--- src/rtl/core/jtag_tap_shift_sequencer_macros.svh ---
// Assertion macros for the JTAG shift sequencer.
// Used by the top level only; needs clk and rst_n in scope.
`ifndef JTAG_TAP_SHIFT_SEQUENCER_MACROS_SVH
`define JTAG_TAP_SHIFT_SEQUENCER_MACROS_SVH

// same-cycle implication
`define JTSS_ASSERT_NOW(label, ante, cons, msg) \
  label: assert property (@(posedge clk) disable iff (!rst_n) (ante) |-> (cons)) \
    else $error(msg);

// next-cycle implication
`define JTSS_ASSERT_NEXT(label, ante, cons, msg) \
  label: assert property (@(posedge clk) disable iff (!rst_n) (ante) |=> (cons)) \
    else $error(msg);

`endif

--- src/rtl/core/jtss_pkg.sv ---
// Shared types and codes for the JTAG shift sequencer.
// No dependencies.
package jtss_pkg;

  localparam int WORD_W  = 16;
  localparam int PHASE_W = 6;
  localparam int AI_W    = 10;

  typedef logic [2:0]        act_t;
  typedef logic [2:0]        tap_st_t;
  typedef logic [WORD_W-1:0] word_t;
  typedef logic [PHASE_W-1:0] phase_t;
  typedef logic [AI_W-1:0]   ainstr_t;

  localparam act_t ACT_TICK   = 3'd0;
  localparam act_t ACT_RESET  = 3'd1;
  localparam act_t ACT_GOIDLE = 3'd2;
  localparam act_t ACT_LEAVE  = 3'd3;
  localparam act_t ACT_INSTR  = 3'd4;
  localparam act_t ACT_DATA   = 3'd5;
  localparam act_t ACT_ADDR   = 3'd6;
  localparam act_t ACT_UNUSED = 3'd7;
  localparam act_t OP_NONE    = 3'd0;

  localparam tap_st_t ST_RESET    = 3'd0;
  localparam tap_st_t ST_IDLE     = 3'd1;
  localparam tap_st_t ST_IR_SHIFT = 3'd2;
  localparam tap_st_t ST_IR_EXIT1 = 3'd3;
  localparam tap_st_t ST_DR_SHIFT = 3'd4;
  localparam tap_st_t ST_DR_EXIT1 = 3'd5;

  typedef struct packed {
    logic    tms;
    logic    tdi;
    tap_st_t tap_state;
    logic    done_res;
    word_t   captured_data;
  } res_t;

  typedef struct packed {
    logic    tms;
    logic    tdi;
    tap_st_t st;
    logic    fin;
  } pulse_t;

  typedef struct packed {
    logic    busy;
    tap_st_t tap_state;
  } stat_t;

endpackage

--- src/rtl/core/jtss_in_if.sv ---
// Command/tick request channel of the JTAG shift sequencer.
// Depends on jtss_pkg.
interface jtss_in_if;
  logic              valid;
  logic              ready;
  jtss_pkg::act_t    action;
  jtss_pkg::word_t   value;
  logic              last_word;
  logic              tdo;

  modport source (output valid, action, value, last_word, tdo, input ready);
  modport sink   (input valid, action, value, last_word, tdo, output ready);
endinterface

--- src/rtl/core/jtss_out_if.sv ---
// Pulse result channel of the JTAG shift sequencer.
// Depends on jtss_pkg.
interface jtss_out_if;
  logic              valid;
  logic              ready;
  logic              tms;
  logic              tdi;
  jtss_pkg::tap_st_t tap_state;
  logic              done_res;
  jtss_pkg::word_t   captured_data;

  modport source (output valid, tms, tdi, tap_state, done_res, captured_data, input ready);
  modport sink   (input valid, tms, tdi, tap_state, done_res, captured_data, output ready);
endinterface

--- src/rtl/core/jtss_cfg_if.sv ---
// Configuration write channel (address instruction register).
// Depends on jtss_pkg.
interface jtss_cfg_if;
  logic                valid;
  logic                ready;
  jtss_pkg::ainstr_t   data;

  modport source (output valid, data, input ready);
  modport sink   (input valid, data, output ready);
endinterface

--- src/rtl/core/jtss_core.sv ---
// Sequencer state and per-request pulse logic.
// Depends on jtss_pkg.
module jtss_core #(
  parameter int IR_BITS      = 10,
  parameter int DATA_BITS    = 16,
  parameter int ADDRESS_BITS = 13
) (
  input  logic              clk,
  input  logic              rst_n,
  input  logic              accept,
  input  jtss_pkg::act_t    action,
  input  jtss_pkg::word_t   value,
  input  logic              last_word,
  input  logic              tdo,
  input  jtss_pkg::ainstr_t addr_instr,
  output logic              res_valid,
  output jtss_pkg::res_t    res,
  output jtss_pkg::stat_t   stat
);

  localparam jtss_pkg::word_t IR_MASK   = jtss_pkg::WORD_W'((32'd1 << IR_BITS) - 1);
  localparam jtss_pkg::word_t DATA_MASK = jtss_pkg::WORD_W'((32'd1 << DATA_BITS) - 1);
  localparam jtss_pkg::word_t ADDR_MASK = jtss_pkg::WORD_W'((32'd1 << ADDRESS_BITS) - 1);
  localparam jtss_pkg::phase_t IR_SH_END = jtss_pkg::PHASE_W'(6 + IR_BITS);
  localparam jtss_pkg::phase_t IR_LASTI  = jtss_pkg::PHASE_W'(IR_BITS - 1);
  localparam jtss_pkg::phase_t IR_END    = jtss_pkg::PHASE_W'(8 + IR_BITS);
  localparam jtss_pkg::phase_t DR_SH_END = jtss_pkg::PHASE_W'(3 + DATA_BITS);
  localparam jtss_pkg::phase_t DR_LASTI  = jtss_pkg::PHASE_W'(DATA_BITS - 1);
  localparam jtss_pkg::phase_t AD_SH_END = jtss_pkg::PHASE_W'(3 + ADDRESS_BITS);
  localparam jtss_pkg::phase_t AD_LASTI  = jtss_pkg::PHASE_W'(ADDRESS_BITS - 1);

  jtss_pkg::tap_st_t state_r;
  logic              tms_r;
  logic              tdi_r;
  jtss_pkg::act_t    op_r;
  jtss_pkg::phase_t  phase_r;
  jtss_pkg::word_t   shift_r;
  jtss_pkg::word_t   capt_r;
  logic              end_r;

  function automatic jtss_pkg::pulse_t ir_step(jtss_pkg::phase_t p, jtss_pkg::word_t code,
                                               jtss_pkg::pulse_t cur);
    jtss_pkg::pulse_t r;
    jtss_pkg::phase_t idx;
    r   = cur;
    idx = p - 6'd6;
    if (p == 6'd0) begin
      r.tms = 1'b1;
    end else if (p == 6'd1) begin
      r.tms = 1'b0;
      r.st  = jtss_pkg::ST_IDLE;
    end else if (p == 6'd2 || p == 6'd3) begin
      r.tms = 1'b1;
    end else if (p == 6'd4) begin
      r.tms = 1'b0;
    end else if (p == 6'd5) begin
      r.tms = 1'b0;
      r.st  = jtss_pkg::ST_IR_SHIFT;
    end else if (p < IR_SH_END) begin
      r.tdi = code[idx[3:0]];
      if (idx == IR_LASTI) begin
        r.tms = 1'b1;
        r.st  = jtss_pkg::ST_IR_EXIT1;
      end
    end else if (p == IR_SH_END) begin
      r.tms = 1'b1;
    end else begin
      r.tms = 1'b0;
      r.st  = jtss_pkg::ST_IDLE;
      r.fin = 1'b1;
    end
    return r;
  endfunction

  logic              busy;
  logic              tick;
  logic              cmd;
  logic              in_exit1;
  jtss_pkg::pulse_t  cur;
  jtss_pkg::pulse_t  pl;
  jtss_pkg::pulse_t  irp;
  jtss_pkg::phase_t  q;
  jtss_pkg::phase_t  di;
  jtss_pkg::word_t   capt_nxt;
  jtss_pkg::word_t   captured;

  assign busy     = (op_r != jtss_pkg::OP_NONE);
  assign tick     = accept && (action == jtss_pkg::ACT_TICK) && busy;
  assign cmd      = accept && (action != jtss_pkg::ACT_TICK) &&
                    (action != jtss_pkg::ACT_UNUSED) && !busy;
  assign in_exit1 = (state_r == jtss_pkg::ST_IR_EXIT1) || (state_r == jtss_pkg::ST_DR_EXIT1);
  assign cur      = '{tms: tms_r, tdi: tdi_r, st: state_r, fin: 1'b0};
  assign q        = phase_r - IR_END;
  assign di       = phase_r - 6'd3;

  always_comb begin
    pl       = cur;
    capt_nxt = capt_r;
    captured = '0;
    irp      = ir_step(phase_r,
                       (op_r == jtss_pkg::ACT_ADDR) ?
                         (jtss_pkg::WORD_W'(addr_instr) & IR_MASK) : (shift_r & IR_MASK),
                       cur);
    case (op_r)
      jtss_pkg::ACT_RESET: begin
        pl.tms = 1'b1;
        if (phase_r >= 6'd4) begin
          pl.st  = jtss_pkg::ST_RESET;
          pl.fin = 1'b1;
        end
      end
      jtss_pkg::ACT_GOIDLE: begin
        pl.tms = 1'b0;
        pl.st  = jtss_pkg::ST_IDLE;
        pl.fin = 1'b1;
      end
      jtss_pkg::ACT_LEAVE: begin
        if (phase_r == 6'd0) begin
          pl.tms = 1'b1;
        end else begin
          pl.tms = 1'b0;
          pl.st  = jtss_pkg::ST_IDLE;
          pl.fin = 1'b1;
        end
      end
      jtss_pkg::ACT_INSTR: begin
        pl = irp;
      end
      jtss_pkg::ACT_DATA: begin
        if (phase_r == 6'd0) begin
          pl.tms = 1'b1;
        end else if (phase_r == 6'd1) begin
          pl.tms = 1'b0;
        end else if (phase_r == 6'd2) begin
          pl.tms = 1'b0;
          pl.st  = jtss_pkg::ST_DR_SHIFT;
        end else if (phase_r < DR_SH_END) begin
          pl.tdi = shift_r[di[3:0]];
          if (tdo) begin
            capt_nxt[di[3:0]] = 1'b1;
          end
          if (di == DR_LASTI) begin
            if (end_r) begin
              pl.tms = 1'b1;
              pl.st  = jtss_pkg::ST_DR_EXIT1;
            end else begin
              pl.fin = 1'b1;
            end
          end
        end else if (phase_r == DR_SH_END) begin
          pl.tms = 1'b1;
        end else begin
          pl.tms = 1'b0;
          pl.st  = jtss_pkg::ST_IDLE;
          pl.fin = 1'b1;
        end
        if (pl.fin) begin
          captured = capt_nxt;
        end
      end
      jtss_pkg::ACT_ADDR: begin
        if (phase_r < IR_END) begin
          pl     = irp;
          pl.fin = 1'b0;
        end else if (q == 6'd0) begin
          pl.tms = 1'b1;
        end else if (q == 6'd1) begin
          pl.tms = 1'b0;
        end else if (q == 6'd2) begin
          pl.tms = 1'b0;
          pl.st  = jtss_pkg::ST_DR_SHIFT;
        end else if (q < AD_SH_END) begin
          pl.tdi = shift_r[4'(q - 6'd3)];
          if ((q - 6'd3) == AD_LASTI) begin
            pl.tms = 1'b1;
            pl.st  = jtss_pkg::ST_DR_EXIT1;
          end
        end else if (q == AD_SH_END) begin
          pl.tms = 1'b1;
        end else begin
          pl.tms = 1'b0;
          pl.st  = jtss_pkg::ST_IDLE;
          pl.fin = 1'b1;
        end
      end
      default: begin
        pl = cur;
      end
    endcase
  end

  always_ff @(posedge clk) begin
    if (!rst_n) begin
      state_r <= jtss_pkg::ST_RESET;
      tms_r   <= 1'b1;
      tdi_r   <= 1'b0;
      op_r    <= jtss_pkg::OP_NONE;
      phase_r <= '0;
      shift_r <= '0;
      capt_r  <= '0;
      end_r   <= 1'b0;
    end else if (tick) begin
      state_r <= pl.st;
      tms_r   <= pl.tms;
      tdi_r   <= pl.tdi;
      capt_r  <= capt_nxt;
      if (pl.fin) begin
        op_r    <= jtss_pkg::OP_NONE;
        phase_r <= '0;
      end else begin
        phase_r <= phase_r + 6'd1;
      end
    end else if (cmd) begin
      op_r <= action;
      case (action)
        jtss_pkg::ACT_LEAVE, jtss_pkg::ACT_INSTR: begin
          phase_r <= in_exit1 ? 6'd0 : 6'd1;
          shift_r <= value & IR_MASK;
        end
        jtss_pkg::ACT_ADDR: begin
          phase_r <= in_exit1 ? 6'd0 : 6'd1;
          shift_r <= value & ADDR_MASK;
        end
        jtss_pkg::ACT_DATA: begin
          phase_r <= (state_r == jtss_pkg::ST_IDLE) ? 6'd0 : 6'd3;
          shift_r <= value & DATA_MASK;
          capt_r  <= '0;
          end_r   <= last_word;
        end
        default: begin
          phase_r <= '0;
        end
      endcase
    end
  end

  assign res_valid         = tick;
  assign res.tms           = pl.tms;
  assign res.tdi           = pl.tdi;
  assign res.tap_state     = pl.st;
  assign res.done_res      = pl.fin;
  assign res.captured_data = captured;
  assign stat.busy         = busy;
  assign stat.tap_state    = state_r;

endmodule

--- src/rtl/core/jtss_out_buf.sv ---
// Two-entry registered result buffer (output register plus skid slot).
// Depends on jtss_pkg.
module jtss_out_buf (
  input  logic           clk,
  input  logic           rst_n,
  input  logic           push,
  input  jtss_pkg::res_t push_data,
  output logic           has_room,
  output logic           out_valid,
  input  logic           out_ready,
  output jtss_pkg::res_t out_data
);

  logic           v0_r;
  logic           v1_r;
  jtss_pkg::res_t d0_r;
  jtss_pkg::res_t d1_r;
  logic           head_free;

  assign head_free = !v0_r || out_ready;

  always_ff @(posedge clk) begin
    if (!rst_n) begin
      v0_r <= 1'b0;
      v1_r <= 1'b0;
    end else if (head_free) begin
      if (v1_r) begin
        v0_r <= 1'b1;
        v1_r <= push;
      end else begin
        v0_r <= push;
      end
    end else if (push) begin
      v1_r <= 1'b1;
    end
  end

  always_ff @(posedge clk) begin
    if (head_free) begin
      if (v1_r) begin
        d0_r <= d1_r;
        if (push) begin
          d1_r <= push_data;
        end
      end else if (push) begin
        d0_r <= push_data;
      end
    end else if (push) begin
      d1_r <= push_data;
    end
  end

  assign has_room  = !v1_r;
  assign out_valid = v0_r;
  assign out_data  = d0_r;

endmodule

--- src/rtl/core/jtag_tap_shift_sequencer.sv ---
// JTAG master sequencer top level: config register, sequencer core, result buffer.
// Depends on jtss_pkg, jtss_in_if, jtss_out_if, jtss_cfg_if, jtss_core, jtss_out_buf.
//
// Usage: in_chan takes requests. A command (action 1..6) starts one operation
// (TAP reset, go idle, leave to idle, instruction, data word, address) and
// gives no result. Each following tick request (action 0) makes one TCK pulse,
// reported on out_chan with its TMS/TDI levels, tracked TAP state, a done flag
// and, at the end of a data shift, the captured TDO word. Commands while an
// operation runs and ticks while none runs are dropped.
// cfg_chan writes the address instruction code; it is always ready.
// Each tick's result is registered in the result buffer before it reaches out_chan.
// Throughput: one request per cycle while in_chan is ready; the state update is a single pass.
// Stall: a two-entry result buffer keeps in_chan ready while one result waits;
// in_chan drops ready only when both entries hold untaken results.
// Reset (synchronous, rst_n low): TAP state reset, TMS high, TDI low, no
// operation running, buffer empty, address instruction zero.
`include "jtag_tap_shift_sequencer_macros.svh"

module jtag_tap_shift_sequencer #(
  parameter int IR_BITS      = 10,
  parameter int DATA_BITS    = 16,
  parameter int ADDRESS_BITS = 13
) (
  input  logic       clk,
  input  logic       rst_n,
  jtss_in_if.sink    in_chan,
  jtss_out_if.source out_chan,
  jtss_cfg_if.sink   cfg_chan
);

  jtss_pkg::ainstr_t addr_instr_r;
  logic              accept;
  logic              res_valid;
  jtss_pkg::res_t    res;
  jtss_pkg::res_t    out_data;
  jtss_pkg::stat_t   stat;
  logic              has_room;

  assign cfg_chan.ready = 1'b1;

  always_ff @(posedge clk) begin
    if (!rst_n) begin
      addr_instr_r <= '0;
    end else if (cfg_chan.valid) begin
      addr_instr_r <= cfg_chan.data;
    end
  end

  assign in_chan.ready = has_room;
  assign accept        = in_chan.valid && has_room;

  jtss_core #(
    .IR_BITS      (IR_BITS),
    .DATA_BITS    (DATA_BITS),
    .ADDRESS_BITS (ADDRESS_BITS)
  ) u_core (
    .clk        (clk),
    .rst_n      (rst_n),
    .accept     (accept),
    .action     (in_chan.action),
    .value      (in_chan.value),
    .last_word  (in_chan.last_word),
    .tdo        (in_chan.tdo),
    .addr_instr (addr_instr_r),
    .res_valid  (res_valid),
    .res        (res),
    .stat       (stat)
  );

  jtss_out_buf u_buf (
    .clk       (clk),
    .rst_n     (rst_n),
    .push      (res_valid),
    .push_data (res),
    .has_room  (has_room),
    .out_valid (out_chan.valid),
    .out_ready (out_chan.ready),
    .out_data  (out_data)
  );

  assign out_chan.tms           = out_data.tms;
  assign out_chan.tdi           = out_data.tdi;
  assign out_chan.tap_state     = out_data.tap_state;
  assign out_chan.done_res      = out_data.done_res;
  assign out_chan.captured_data = out_data.captured_data;

  `JTSS_ASSERT_NOW(a_tick_pulses, accept && in_chan.action == jtss_pkg::ACT_TICK && stat.busy, res_valid, "accepted tick while busy gave no pulse")
  `JTSS_ASSERT_NEXT(a_done_idle, res_valid && res.done_res, !stat.busy, "operation still running after done pulse")
  `JTSS_ASSERT_NEXT(a_cmd_starts, accept && !stat.busy && in_chan.action != jtss_pkg::ACT_TICK && in_chan.action != jtss_pkg::ACT_UNUSED, stat.busy, "command not started")
  `JTSS_ASSERT_NOW(a_nodata_capt, res_valid && !res.done_res, res.captured_data == '0, "captured word on a non-final pulse")

endmodule

--- src/flat_wrapper.sv ---
// flat-port wrapper written by rule: the top's interface ports become plain ports
module jtag_tap_shift_sequencer_flat 
#(
  parameter int IR_BITS      = 10,
  parameter int DATA_BITS    = 16,
  parameter int ADDRESS_BITS = 13
)
  (clk, rst_n, in_chan_valid, in_chan_action, in_chan_value, in_chan_last_word, in_chan_tdo, in_chan_ready, out_chan_valid, out_chan_tms, out_chan_tdi, out_chan_tap_state, out_chan_done_res, out_chan_captured_data, out_chan_ready, cfg_chan_valid, cfg_chan_data, cfg_chan_ready);
  jtss_in_if in_chan_i ();
  jtss_out_if out_chan_i ();
  jtss_cfg_if cfg_chan_i ();
  input  logic clk;
  input  logic rst_n;
  input wire logic [$bits(in_chan_i.valid)-1:0] in_chan_valid;
  input wire logic [$bits(in_chan_i.action)-1:0] in_chan_action;
  input wire logic [$bits(in_chan_i.value)-1:0] in_chan_value;
  input wire logic [$bits(in_chan_i.last_word)-1:0] in_chan_last_word;
  input wire logic [$bits(in_chan_i.tdo)-1:0] in_chan_tdo;
  output wire logic [$bits(in_chan_i.ready)-1:0] in_chan_ready;
  output wire logic [$bits(out_chan_i.valid)-1:0] out_chan_valid;
  output wire logic [$bits(out_chan_i.tms)-1:0] out_chan_tms;
  output wire logic [$bits(out_chan_i.tdi)-1:0] out_chan_tdi;
  output wire logic [$bits(out_chan_i.tap_state)-1:0] out_chan_tap_state;
  output wire logic [$bits(out_chan_i.done_res)-1:0] out_chan_done_res;
  output wire logic [$bits(out_chan_i.captured_data)-1:0] out_chan_captured_data;
  input wire logic [$bits(out_chan_i.ready)-1:0] out_chan_ready;
  input wire logic [$bits(cfg_chan_i.valid)-1:0] cfg_chan_valid;
  input wire logic [$bits(cfg_chan_i.data)-1:0] cfg_chan_data;
  output wire logic [$bits(cfg_chan_i.ready)-1:0] cfg_chan_ready;
  assign in_chan_i.valid = in_chan_valid;
  assign in_chan_i.action = in_chan_action;
  assign in_chan_i.value = in_chan_value;
  assign in_chan_i.last_word = in_chan_last_word;
  assign in_chan_i.tdo = in_chan_tdo;
  assign in_chan_ready = in_chan_i.ready;
  assign out_chan_valid = out_chan_i.valid;
  assign out_chan_tms = out_chan_i.tms;
  assign out_chan_tdi = out_chan_i.tdi;
  assign out_chan_tap_state = out_chan_i.tap_state;
  assign out_chan_done_res = out_chan_i.done_res;
  assign out_chan_captured_data = out_chan_i.captured_data;
  assign out_chan_i.ready = out_chan_ready;
  assign cfg_chan_i.valid = cfg_chan_valid;
  assign cfg_chan_i.data = cfg_chan_data;
  assign cfg_chan_ready = cfg_chan_i.ready;
  jtag_tap_shift_sequencer #(.IR_BITS(IR_BITS), .DATA_BITS(DATA_BITS), .ADDRESS_BITS(ADDRESS_BITS)) u_core (.clk(clk), .rst_n(rst_n), .in_chan(in_chan_i), .out_chan(out_chan_i), .cfg_chan(cfg_chan_i));
endmodule
--- config.mk ---
export PLATFORM = sky130hd
export DESIGN_NAME = jtag_tap_shift_sequencer_flat
export DESIGN_NICKNAME = d
export VERILOG_FILES = /design/src/rtl/core/jtss_pkg.sv /design/src/rtl/core/jtss_in_if.sv /design/src/rtl/core/jtss_out_if.sv /design/src/rtl/core/jtss_cfg_if.sv /design/src/rtl/core/jtss_core.sv /design/src/rtl/core/jtss_out_buf.sv /design/src/rtl/core/jtag_tap_shift_sequencer.sv /design/src/flat_wrapper.sv
export VERILOG_INCLUDE_DIRS = /design/src /design/src/rtl/core
export SDC_FILE = /design/constraint.sdc
export NUM_CORES = 1
export LEC_CHECK = 0
export ABC_AREA = 1
export ABC_CLOCK_PERIOD_IN_PS = 3400
export BUFFER_PORTS_ARGS = -buffer_cell sky130_fd_sc_hd__buf_2
export CORE_UTILIZATION = 56
export CTS_BUF_LIST = sky130_fd_sc_hd__clkbuf_4 sky130_fd_sc_hd__clkbuf_8
export DETAILED_ROUTE_END_ITERATION = 6
export HOLD_SLACK_MARGIN = 0.08
export PLACE_DENSITY = 0.76
export SLEW_MARGIN = 0
export SYNTH_ARGS = -nofsm -noshare
export SYNTH_HDL_FRONTEND = slang
export SYNTH_SLANG_ARGS = --single-unit
--- constraint.sdc ---
create_clock -name clk -period 3.4 [get_ports clk]
set_input_delay 0.51 -clock clk [delete_from_list [all_inputs] [get_ports clk]]
set_output_delay 0.51 -clock clk [all_outputs]
set_load 0.005 [all_outputs]
# ---- Word-level counts from Yosys, hierarchy flattened
# Index checks and enable logic that the tools add are counted.
dict set report op_classes {
  add_sub_neg 5
  magnitude_cmp 9
  n_eq_ne 30
  mux 109
  bitwise_logic 2
  reduce_logical 30
}
# op n
set op_table {}
lappend op_table {{two-way mux 16 bit} 11}
lappend op_table {{two-way mux 22 bit} 5}
lappend op_table {{two-way mux 4 bit} 13}
lappend op_table {{case mux 16 bit (3 select lines)} 1}
lappend op_table {{two-way mux 1 bit} 45}
lappend op_table {{two-way mux 5 bit} 8}
lappend op_table {{two-way mux 3 bit} 12}
lappend op_table {{< comparator 6 x 5 -> 1 bit (second input constant)} 4}
lappend op_table {{two-way mux 6 bit} 4}
lappend op_table {{case mux 4 bit (6 select lines)} 1}
lappend op_table {{== test 3 bit (second input constant)} 7}
lappend op_table {{== test 6 x 2 -> 1 bit (second input constant)} 3}
lappend op_table {{== test 6 x 4 -> 1 bit (second input constant)} 3}
lappend op_table {{== test 6 x 5 -> 1 bit (second input constant)} 3}
lappend op_table {{bitwise OR 16 bit} 1}
lappend op_table {{< comparator 4 x 5 -> 1 bit (second input constant)} 3}
lappend op_table {{binary-select mux 1 bit (select 4 bit)} 3}
lappend op_table {{== test 3 x 2 -> 1 bit (second input constant)} 4}
lappend op_table {{== test 6 x 1 -> 1 bit (second input constant)} 2}
lappend op_table {{== test 6 x 3 -> 1 bit (second input constant)} 2}
lappend op_table {{logical NOT 6 bit} 2}
lappend op_table {{subtractor 6 x 2 -> 6 bit (second input constant)} 2}
lappend op_table {{two-way mux 10 bit} 1}
lappend op_table {{AND reduction 3 bit} 3}
lappend op_table {{other kinds (24)} 42}
dict set report totals {
  ff_bits 103
  output_inout_bits 25
  wordCells 206
}

# ---- Longest topological paths before layout
dict set report depth {
  ltp_word 19
  ltp_mapped 16
  mapped_depth_nobuf 16
}

# ---- By module
# A second synthesis with hierarchy kept.
dict set report unflattened {
  hier_cells 811
  hier_area_um2 6089.6
}
# module instances cells_per_inst area_per_inst_um2 seq_area_each_um2
set modules_own_cells {}
lappend modules_own_cells {jtss_core 1 614 3912.5 940.9}
lappend modules_own_cells {jtss_out_buf 1 130 1746.7 1361.3}
lappend modules_own_cells {jtag_tap_shift_sequencer 1 67 430.4 200.2}

# ---- Least setup slack after synthesis
# No wires, ideal clock.
dict set report synth_timing {
  path_type {input-to-reg}
  from {in in_chan_action[1]}
  to {reg u_core.u_buf.d1_r[0] (netlist bit) (enable)}
  arrival_ns 2.262
  required_time_ns 2.999
  setup_slack_ns 0.737
  cell_stages 5
  path_buffers 0
  cell_sequence {inv_1 > nand3_1 > nor3_1 > inv_1 > nor2_1}
}
# element line_no
set synth_rtl {}
lappend synth_rtl {{start, declared} flat_wrapper.sv:15} ;# input wire logic [$bits(in_chan_i.action)-1:0] in_chan_action;
lappend synth_rtl {{end signal, assigned} jtss_out_buf.sv:43} ;# d1_r <= push_data;
lappend synth_rtl {{end signal, assigned} jtss_out_buf.sv:49} ;# d1_r <= push_data;
lappend synth_rtl {{end, declared} jtss_out_buf.sv:17} ;# jtss_pkg::res_t d1_r;

==> flow_summary_export.csv <==
group,metric,value,unit
floorplanning,ios,61,
sta,tns,0,ns
floorplanning,core-area,9860,sq um
clock_network,cts-resized-gates,0,
route,totalWireLength,15400,um
synth,yosysSeqAreaShare,0.433,
synth,synthArstFlopShare,0,
pwr,pwr_density_cell,439,nW/um^2
worst_setup_path,rrSetupSlack,0.48,ns
synth,synth_nets,838,
final_layout,regArea,2500,sq um
floorplanning,die-area,10700,sq um
place,io_buffers,59,
grt,grt_pass1_wl,25800,um
min_path,hold_depth,3,
floorplanning,dieHeight,104,um
worst_setup_path,cp-end-kind,"flop",
synth,syn_area,5780,sq um
clock_network,numCtsBuffers,9,
worst_setup_path,worstPathRequired,3.56,ns
final_layout,multi_input_area,2850,sq um
sta,fin_crit,2.92,ns
worst_setup_path,rr_worst_depth,16,
sta,rsz0062_at_grt,"false",
grt,grt_usage,0.304,
final_layout,syn_to_final_growth,11.1,%
sta,finalHoldViolCount,0,
clock_network,cts-root-buf,"clkbuf_8",
place,dp_slack,0.563,ns
grt,gr-total-overflow,0,
sta,setup_ws,0.480,ns
pwr,seqPwrFrac,0.484,
worst_setup_path,startpoint_type,"flop",
worst_setup_path,crit_fanout,11,
sta,clock_skew,0.0116,ns
synth,synth_area_leaders,"edfxtp_1, dfxtp_1, nand2_1, nor2_1, nand3_1",
clock_network,clk_pin_slew,0.12,ns
pwr,power_frac_comb,0.209,
sta,setup_viol,0,
route,vias,5483,
clock_network,cts_htree_levels,3,
floorplanning,num_rows,36,
worst_setup_path,crit_chain,"inv_1, ha_1, inv_1, nand2_1, nand2_1, inv_1, o211ai_1, nand2_1, nand2_1, nand2_1, nand2_1, o21ai_0, a21oi_1, nand3_1, nand2_1, nand2_1",
place,gp_congestion,0.943,
worst_setup_path,slowest_stage,"dfxtp_1",
place,dp_hpwl,11500,um
synth,ys.flop_type,"dfxtp_1",
clock_network,cts_tree,"built",
pwr,p_clk_frac,0.307,
pwr,netSwitchingFraction,0.331,
sta,timing.hold.ws,0.346,ns
sta,post-route-period-util,0.859,
clock_network,postCtsSetupBuffers,0,
synth,yosysUniqueCellTypes,40,
pwr,ir_worst_vdd,0.386,mV
floorplanning,die_x,104,um
synth,ys_warn_count,0,
synth,synth_enable_flop_cells,44,
final_layout,antenna_cells,0,
worst_setup_path,crit_top_cell,"nand2_1",
sta,maxSlewHeadroom,0.282,
route,dr.pass1.iters,5,
route,ant_nets,0,
clock_network,clk_latency,0.39,ns
worst_setup_path,worstPathArrival,3.08,ns
worst_setup_path,path_class,"reg -> reg",
synth,ys_ff_latch,103,
grt,grt_pass1_vias,5182,
outcome,status,"complete, no violations",
sta,tightest_slew,1.08,ns
grt,grt_start_max_net_pins,33,
synth,netlist_instances,792,
final_layout,fillers,897,
final_layout,drive_above_1_share,0.146,
clock_network,cts.sinks,103,
clock_network,cts_hold_buf,0,
route,vias_per_cell,5.58,
route,remaining_drc_errors,0,
synth,synth_top_area_frac,0.229,
sta,drv_slew,0,
floorplanning,initial_core_util,0.585,
run,drv_cap,0,
synth,yosys-top-cells-count,"nand2_1, nor2_1, inv_1, nand3_1, dfxtp_1",
grt,antenna_found_initial,0,
pwr,leakage,0.00274,uW
final_layout,fin_util,0.651,
sta,max_freq,0.343,GHz
pwr,power.internal,1890,uW
synth,avgSynthCellArea,7.29,sq um
route,drtIter0Drc,416,
clock_network,clockBufferDepth,2,
synth,synth_most_common_cell,"nand2_1",
worst_setup_path,slowest_delay,0.59,ns
pwr,p_switching,932,uW
synth,synth_top_area_cell,"edfxtp_1",
route,wl_per_cell,15.7,um
final_layout,fin_nets,891,
min_path,min_path_type,"in -> reg",
[layout make-up]
type                            instances  share of cell area
Sequential cell                       103               0.390
Multi-Input combinational cell        583               0.444
Timing Repair Buffer                   70              0.0608
Tap cell                              133              0.0259
Clock inverter                          7              0.0148
Clock buffer                            9              0.0193
Inverter                               78              0.0456
[critical path, delay by kind of cell (launching register included)]
kind | cells | cell delay (ns)
compound gates | 3 | 0.34
fa+ha+maj | 1 | 0.42
buf+inv | 3 | 0.55
flops | 1 | 0.59
simple gates | 9 | 0.79
[power groups by stage]
stage               Combinational (uW)  Clock, uW  Sequential, uW
finish                             589        865            1370
global route                       666        926            1370
CTS                                580        878            1370
detailed placement                 578          0            1390
global placement                   570          0            1390
floorplan                          433          0            1380
[routing by layer]
layer  vias up  part of all wire  GRT usage
li1       2725                 -          -
met5         -                 0          0
met1      2532              0.46      0.410
met3        27             0.061     0.0554
met2       199              0.46      0.488
met4         0             0.023      0.108
[cells in the final DEF (no fill, tap or decap), types with 10 or more instances in the layout]
| cell type | instances |
|---|---|
| o21ai_0 | 44 |
| nor3_1 | 11 |
| a211oi_1 | 19 |
| dfxtp_1 | 59 |
| ha_1 | 10 |
| nand3_1 | 60 |
| edfxtp_1 | 44 |
| nor2_1 | 95 |
| nand2_1 | 220 |
| inv_1 | 68 |
| o211ai_1 | 15 |
| buf_2 | 59 |
| a21oi_1 | 52 |
| buf_4 | 10 |
[final timing paths]
kind / startpoint / to
worst max-delay path: u_core.u_core.phase_r[1]$_SDFFE_PN0P_ / u_core.u_buf.out_data[20]$_DFFE_PP_
worst min-delay path: cfg_chan_data[8] / u_core.addr_instr_r[8]$_SDFFE_PN0P_
worst max register to register: u_core.u_core.phase_r[1]$_SDFFE_PN0P_ / u_core.u_buf.out_data[20]$_DFFE_PP_
worst min register to register: u_core.u_core.shift_r[15]$_SDFFE_PN0P_ / u_core.u_core.shift_r[15]$_SDFFE_PN0P_
[registers in the layout, indices dropped and copies added, names as in the netlist]
signal                  cells
u_core.addr_instr_r        10
u_core.u_buf.d1_r          22
u_core.u_buf.out_data      22
u_core.u_buf.out_valid      1
u_core.u_buf.v1_r           1
u_core.u_core.capt_r       16
u_core.u_core.end_r         1
u_core.u_core.op_r          3
u_core.u_core.phase_r       6
u_core.u_core.shift_r      16
u_core.u_core.state_r       3
u_core.u_core.tdi_r         1
u_core.u_core.tms_r         1
[metrics by stage]
stage | instance area (sq um) | cells | total power, uW
CTS | 6420 | 983 | 2820
floorplan | 5780 | 792 | 1810
global route | 6420 | 983 | 2960
global placement | 6200 | 967 | 1960
finish | 6420 | 983 | 2820
detailed placement | 6200 | 967 | 1970
[logic make-up (layout without fill, tap and decap cells)]
logic type               Yosys count  count (layout)  synth area share
AND/OR/NAND/NOR                  420             420             0.310
other                              1               1          0.000649
AO/OA/AOI/OAI                    146             146             0.150
adder cells (fa/ha/maj)           10              10            0.0217
flip-flops                       103             103             0.433
XOR/XNOR                           6               6            0.0104
buffers and inverters            106             164            0.0741
Note: power is estimated with default switching activity, not from simulation.
